## src/rtl/chm_pkg.sv

```systemverilog
// chm_pkg: shared types and constants of the chained hash map.
// No dependencies.
package chm_pkg;

  localparam int unsigned MaxBuckets = 256;
  localparam int unsigned PoolSlots  = 256;
  localparam int unsigned ValueBits  = 32;

  localparam int unsigned KeyW    = 64;
  localparam int unsigned FuncW   = 2;
  localparam int unsigned StatusW = 2;
  localparam int unsigned CountW  = 9;
  localparam int unsigned CfgW    = 9;
  localparam int unsigned ValW    = 32;

  typedef enum logic [1:0] {
    FUNC_INSERT = 2'd0,
    FUNC_DELETE = 2'd1,
    FUNC_LOOKUP = 2'd2,
    FUNC_NONE   = 2'd3
  } func_e;

  typedef enum logic [1:0] {
    ST_OK   = 2'd0,
    ST_MISS = 2'd1,
    ST_FULL = 2'd2
  } status_e;

  typedef enum logic [3:0] {
    S_IDLE,
    S_INIT,
    S_MOD,
    S_HEAD_RD,
    S_HEAD_WT,
    S_NODE_RD,
    S_NODE_WT,
    S_ALLOC_WT,
    S_WRITE,
    S_DONE
  } state_e;

  typedef struct packed {
    logic start;
    logic done;
  } div_ctl_t;

endpackage

```

## src/rtl/chm_mod.sv

```systemverilog
// chm_mod: iterative 64-bit key modulo bucket count, one quotient bit per cycle.
// Depends on chm_pkg.
module chm_mod #(
  parameter int unsigned DivW = 13
) (
  input  logic                          clk_i,
  input  logic                          rst_ni,
  input  logic                          start_i,
  input  logic [chm_pkg::KeyW-1:0]      key_i,
  input  logic [DivW-1:0]               div_i,
  output chm_pkg::div_ctl_t             ctl_o,
  output logic [DivW-1:0]               rem_o
);

  localparam int unsigned CntW = $clog2(chm_pkg::KeyW + 1);

  logic [chm_pkg::KeyW-1:0] key_q, key_d;
  logic [DivW:0]            rem_q, rem_d;
  logic [CntW-1:0]          cnt_q, cnt_d;
  logic                     busy_q, busy_d;
  logic                     done_q, done_d;
  logic [DivW:0]            trial;

  always_comb begin
    trial  = {rem_q[DivW-1:0], key_q[chm_pkg::KeyW-1]};
    key_d  = key_q;
    rem_d  = rem_q;
    cnt_d  = cnt_q;
    busy_d = busy_q;
    done_d = 1'b0;
    if (start_i) begin
      key_d  = key_i;
      rem_d  = '0;
      cnt_d  = CntW'(chm_pkg::KeyW);
      busy_d = 1'b1;
    end else if (busy_q) begin
      key_d = {key_q[chm_pkg::KeyW-2:0], 1'b0};
      if (trial >= {1'b0, div_i}) rem_d = trial - {1'b0, div_i};
      else rem_d = trial;
      cnt_d = cnt_q - 1'b1;
      if (cnt_q == CntW'(1)) begin
        busy_d = 1'b0;
        done_d = 1'b1;
      end
    end
  end

  always_ff @(posedge clk_i or negedge rst_ni) begin
    if (!rst_ni) begin
      busy_q <= 1'b0;
      done_q <= 1'b0;
      cnt_q  <= '0;
    end else begin
      busy_q <= busy_d;
      done_q <= done_d;
      cnt_q  <= cnt_d;
    end
  end

  always_ff @(posedge clk_i) begin
    key_q <= key_d;
    rem_q <= rem_d;
  end

  assign ctl_o.start = start_i;
  assign ctl_o.done  = done_q;
  assign rem_o       = rem_q[DivW-1:0];

endmodule

```

## config.mk

```make
export PLATFORM = sky130hd
export DESIGN_NAME = chm_mod
export DESIGN_NICKNAME = d
export VERILOG_FILES = /design/src/rtl/chm_pkg.sv /design/src/rtl/chm_mod.sv
export SDC_FILE = /design/constraint.sdc
export NUM_CORES = 1
export LEC_CHECK = 0
export BUFFER_PORTS_ARGS = -buffer_cell sky130_fd_sc_hd__buf_2
export CAP_MARGIN = 40
export CORE_MARGIN = 2
export CORE_UTILIZATION = 29
export CTS_CLUSTER_SIZE = 14
export DETAILED_ROUTE_END_ITERATION = 16
export PLACE_DENSITY_LB_ADDON = 0.3
export SLEW_MARGIN = 10
export SYNTH_ARGS = -nofsm -noshare
export SYNTH_HDL_FRONTEND = slang
export SYNTH_SLANG_ARGS = --single-unit
export TNS_END_PERCENT = 30
```

## constraint.sdc

```tcl
create_clock -name clk_i -period 2.75 [get_ports clk_i]
set_clock_uncertainty 0.15 [all_clocks]
set_input_delay 0.4125 -clock clk_i [delete_from_list [all_inputs] [get_ports clk_i]]
set_output_delay 0.4125 -clock clk_i [all_outputs]
set_load 0.01 [all_outputs]
```

==> results.json <==
{
  "status": "finished, final reports clean",
  "cts_root_buf": "clkbuf_16",
  "area_growth_pct": 26.6,
  "route.detailed.drc": 0,
  "min_period_ps": 2610,
  "num-fill-cells": 1442,
  "final_layout_size_suffix_gt1_frac": 0.454,
  "ff2ff_setup_slack_ps": 140,
  "final_hold_viol_count": 0,
  "cts.path.max_buffers": 2,
  "postLayoutCellArea_um2": 5510,
  "post_cts_buffers": 0,
  "min_path_type": "primary input to flip-flop",
  "worstSetupPathType": "flip-flop to flip-flop",
  "peakVddDrop_uv": 291,
  "netlist.area_leader.share": 0.442,
  "numClockSinks": 86,
  "placed_cells": 621,
  "finalPower_mw": 4.47,
  "power_frac_comb": 0.315,
  "antenna_cells": 0,
  "p_int_mw": 3.13,
  "hpwlAfterDp_mm": 6.78,
  "seq_area_um2": 2410,
  "path_max_fanout": 2,
  "cts_tree": "done",
  "leakagePower_nw": 2.36,
  "grt_max_degree": 55,
  "critical_path_required_ps": 2870,
  "drtPass1Iterations": 4,
  "slew_headroom": 0.560,
  "yosysTopAreaCell": "edfxtp_1",
  "max_cap_violations": 0,
  "p_seq_frac": 0.409,
  "layout_setup_ws_ps": 139,
  "nets": 545,
  "pwr-share-clk": 0.277,
  "vias": 3015,
  "fin_crit_sh": 0.950,
  "viasPerCell": 4.73,
  "clkLatencyLatePin_ps": 330,
  "globalplace.congestion": 0.808,
  "hp-start": "key_i[12]",
  "avgSynthCellArea_um2": 13.0,
  "drtAntennaViolNets": 0,
  "wl_mm": 9.31,
  "synthCells": 335,
  "track_usage": 0.119,
  "whs_ps": 233,
  "r2r_cells": 9,
  "yosysSeqAreaShare": 0.553,
  "min_path_cells": 2,
  "syn-cell-area_um2": 4350,
  "h-tree-depth": 3,
  "p_sw_frac": 0.300,
  "synthDistinctLibCells": 49,
  "std_cell_rows": 44,
  "core_um2": 14600,
  "cp.arrival_ps": 2730,
  "grt_pass1_wl_mm": 15.2,
  "postLayoutCoreUtil": 0.378,
  "portBuffers": 94,
  "multi_input_area_um2": 1800,
  "wl_per_cell_um": 14.6,
  "synthArstFlopShare": 0.105,
  "initial_utilization": 0.298,
  "p_per_area_nw_per_um2": 811,
  "dieWidth_um": 126,
  "worstReg2RegStart": "key_q[63]",
  "max_freq_mhz": 383,
  "finalSetupTns_ps": 0,
  "switching_power_mw": 1.34,
  "clk_pin_slew_ps": 70,
  "hold_path_end": "key_q[12]",
  "grt_pass1_vias": 3110,
  "rsz0062_at_grt": "false",
  "antenna_found_initial": 2,
  "die_h_um": 126,
  "cts_buffers": 9,
  "fp.dieArea_um2": 16000,
  "rr_endpoint": "rem_q[12]",
  "grt-ovfl-total": 0,
  "synthesis.nets": 431,
  "setup_viol": 0,
  "ys_top_cells_by_area": "edfxtp_1 44%, mux2_2 16%, dfxtp_1 6.0%, dfrtp_1 5.2%, ha_1 4.3%",
  "cp-start-kind": "flip-flop",
  "slew_violations": 0,
  "synth-seq-cells": 86,
  "crit_path_end_kind": "flip-flop",
  "worst_slew_pin_slew_ps": 660,
  "fin_cells": 638,
  "synth_ff_type": "edfxtp_1",
  "place_area_um2": 5180,
  "yosys_warnings": 0,
  "io_pins": 95,
  "drt-initial-drc-count": 117,
  "synth_enable_flop_cells": 64,
  "post-place-ws_ps": -83.0
}
-- final cells by class --
class / count / share of cell area
Tap cell: 184 / 0.0418
Inverter: 21 / 0.0143
Timing Repair Buffer: 120 / 0.125
Clock inverter: 3 / 0.00795
Sequential cell: 86 / 0.437
Clock buffer: 13 / 0.0472
Multi-Input combinational cell: 211 / 0.327
-- metal layers --
metal  wire length, µm  global-route usage
met4                85              0.0356
met2              4080               0.180
met3               749              0.0405
met5                16                   0
met1              4380               0.161
-- power by group through the flow --
stage | registers [mW] | clock network, mW | logic, mW
2_1_floorplan | 1.84 | 0 | 0.890
3_3_place_gp | 1.84 | 0 | 1.35
3_5_place_dp | 1.85 | 0 | 1.38
4_1_cts | 1.83 | 1.27 | 1.39
5_1_grt | 1.86 | 1.33 | 1.55
6_report | 1.83 | 1.24 | 1.41
-- cells by family after synthesis --
kind of cell / count (synthesis) / synth area share
simple gates: 73 / 0.0857
compound gates: 39 / 0.0716
fa+ha+maj: 16 / 0.0477
flops: 86 / 0.553
buf+inv: 38 / 0.0365
mux: 69 / 0.177
xor+xnor: 14 / 0.0282
-- timing repair --
item                       4_1_cts  5_1_grt
gates resized for setup          0        6
hold buffers                     1        0
pin swaps                        1        2
setup endpoints to repair        2       13
hold endpoints to repair         9        0
-- worst max path at each step --
| stage | start | endpoint | slack [ps] | depth (start not counted) |
|---|---|---|---|---|
| after global routing | key_q[63] | rem_q[12] | 5 | 9 |
| final | key_q[63] | rem_q[12] | 140 | 9 |
| after CTS | key_q[63] | rem_q[10] | 40 | 11 |
| after detailed placement | div_i[0] | rem_q[12] | -80 | 9 |
| after global placement | div_i[0] | rem_q[12] | -50 | 9 |
| after floorplan | start_i | key_q[0] | 60 | 4 |
-- critical path: stages (launching register included) --
cell	delay [ps]
edfxtp_1	370
inv_1	60
ha_2	180
fa_2	380
nor2b_2	160
o21ai_2	80
a311oi_2	320
a2111oi_4	100
or4b_2	650
nand3_1	100
-- synthesized netlist by cell type (3+ instances only) --
| library cell | number |
|---|---|
| a21o_1 | 3 |
| inv_1 | 21 |
| ha_1 | 15 |
| o21ai_0 | 6 |
| nor2b_1 | 4 |
| buf_1 | 3 |
| nor3_1 | 3 |
| a21oi_1 | 5 |
| mux2i_1 | 6 |
| edfxtp_1 | 64 |
| dfxtp_1 | 13 |
| nor2_1 | 16 |
| nand3_1 | 12 |
| o311ai_0 | 5 |
| mux2_2 | 63 |
| xnor2_1 | 7 |
| clkbuf_1 | 10 |
| nand2b_1 | 6 |
| nor4_1 | 3 |
| nand2_1 | 16 |
| xor2_1 | 7 |
| dfrtp_1 | 9 |
-- sequential cells by signal, indices dropped and copies added (netlist names) --
| register | cells |
|---|---|
| cnt_q | 7 |
| rem_q | 13 |
| key_q | 64 |
| done_q | 1 |
| busy_q | 1 |
-- layout by cell type (no fill, tap or decap), drive strengths merged, types with 4 or more instances in the layout --
| cell | n |
|---|---|
| nand3 | 12 |
| mux2 | 63 |
| nand2b | 6 |
| xor2 | 7 |
| mux2i | 6 |
| inv | 21 |
| clkbuf | 13 |
| nor2b | 4 |
| nand2 | 16 |
| o311ai | 5 |
| buf | 119 |
| dfrtp | 9 |
| o21ai | 6 |
| edfxtp | 64 |
| nor2 | 16 |
| ha | 15 |
| xnor2 | 7 |
| dfxtp | 13 |
| a21oi | 5 |
Note: power is estimated with default switching activity, not from simulation.
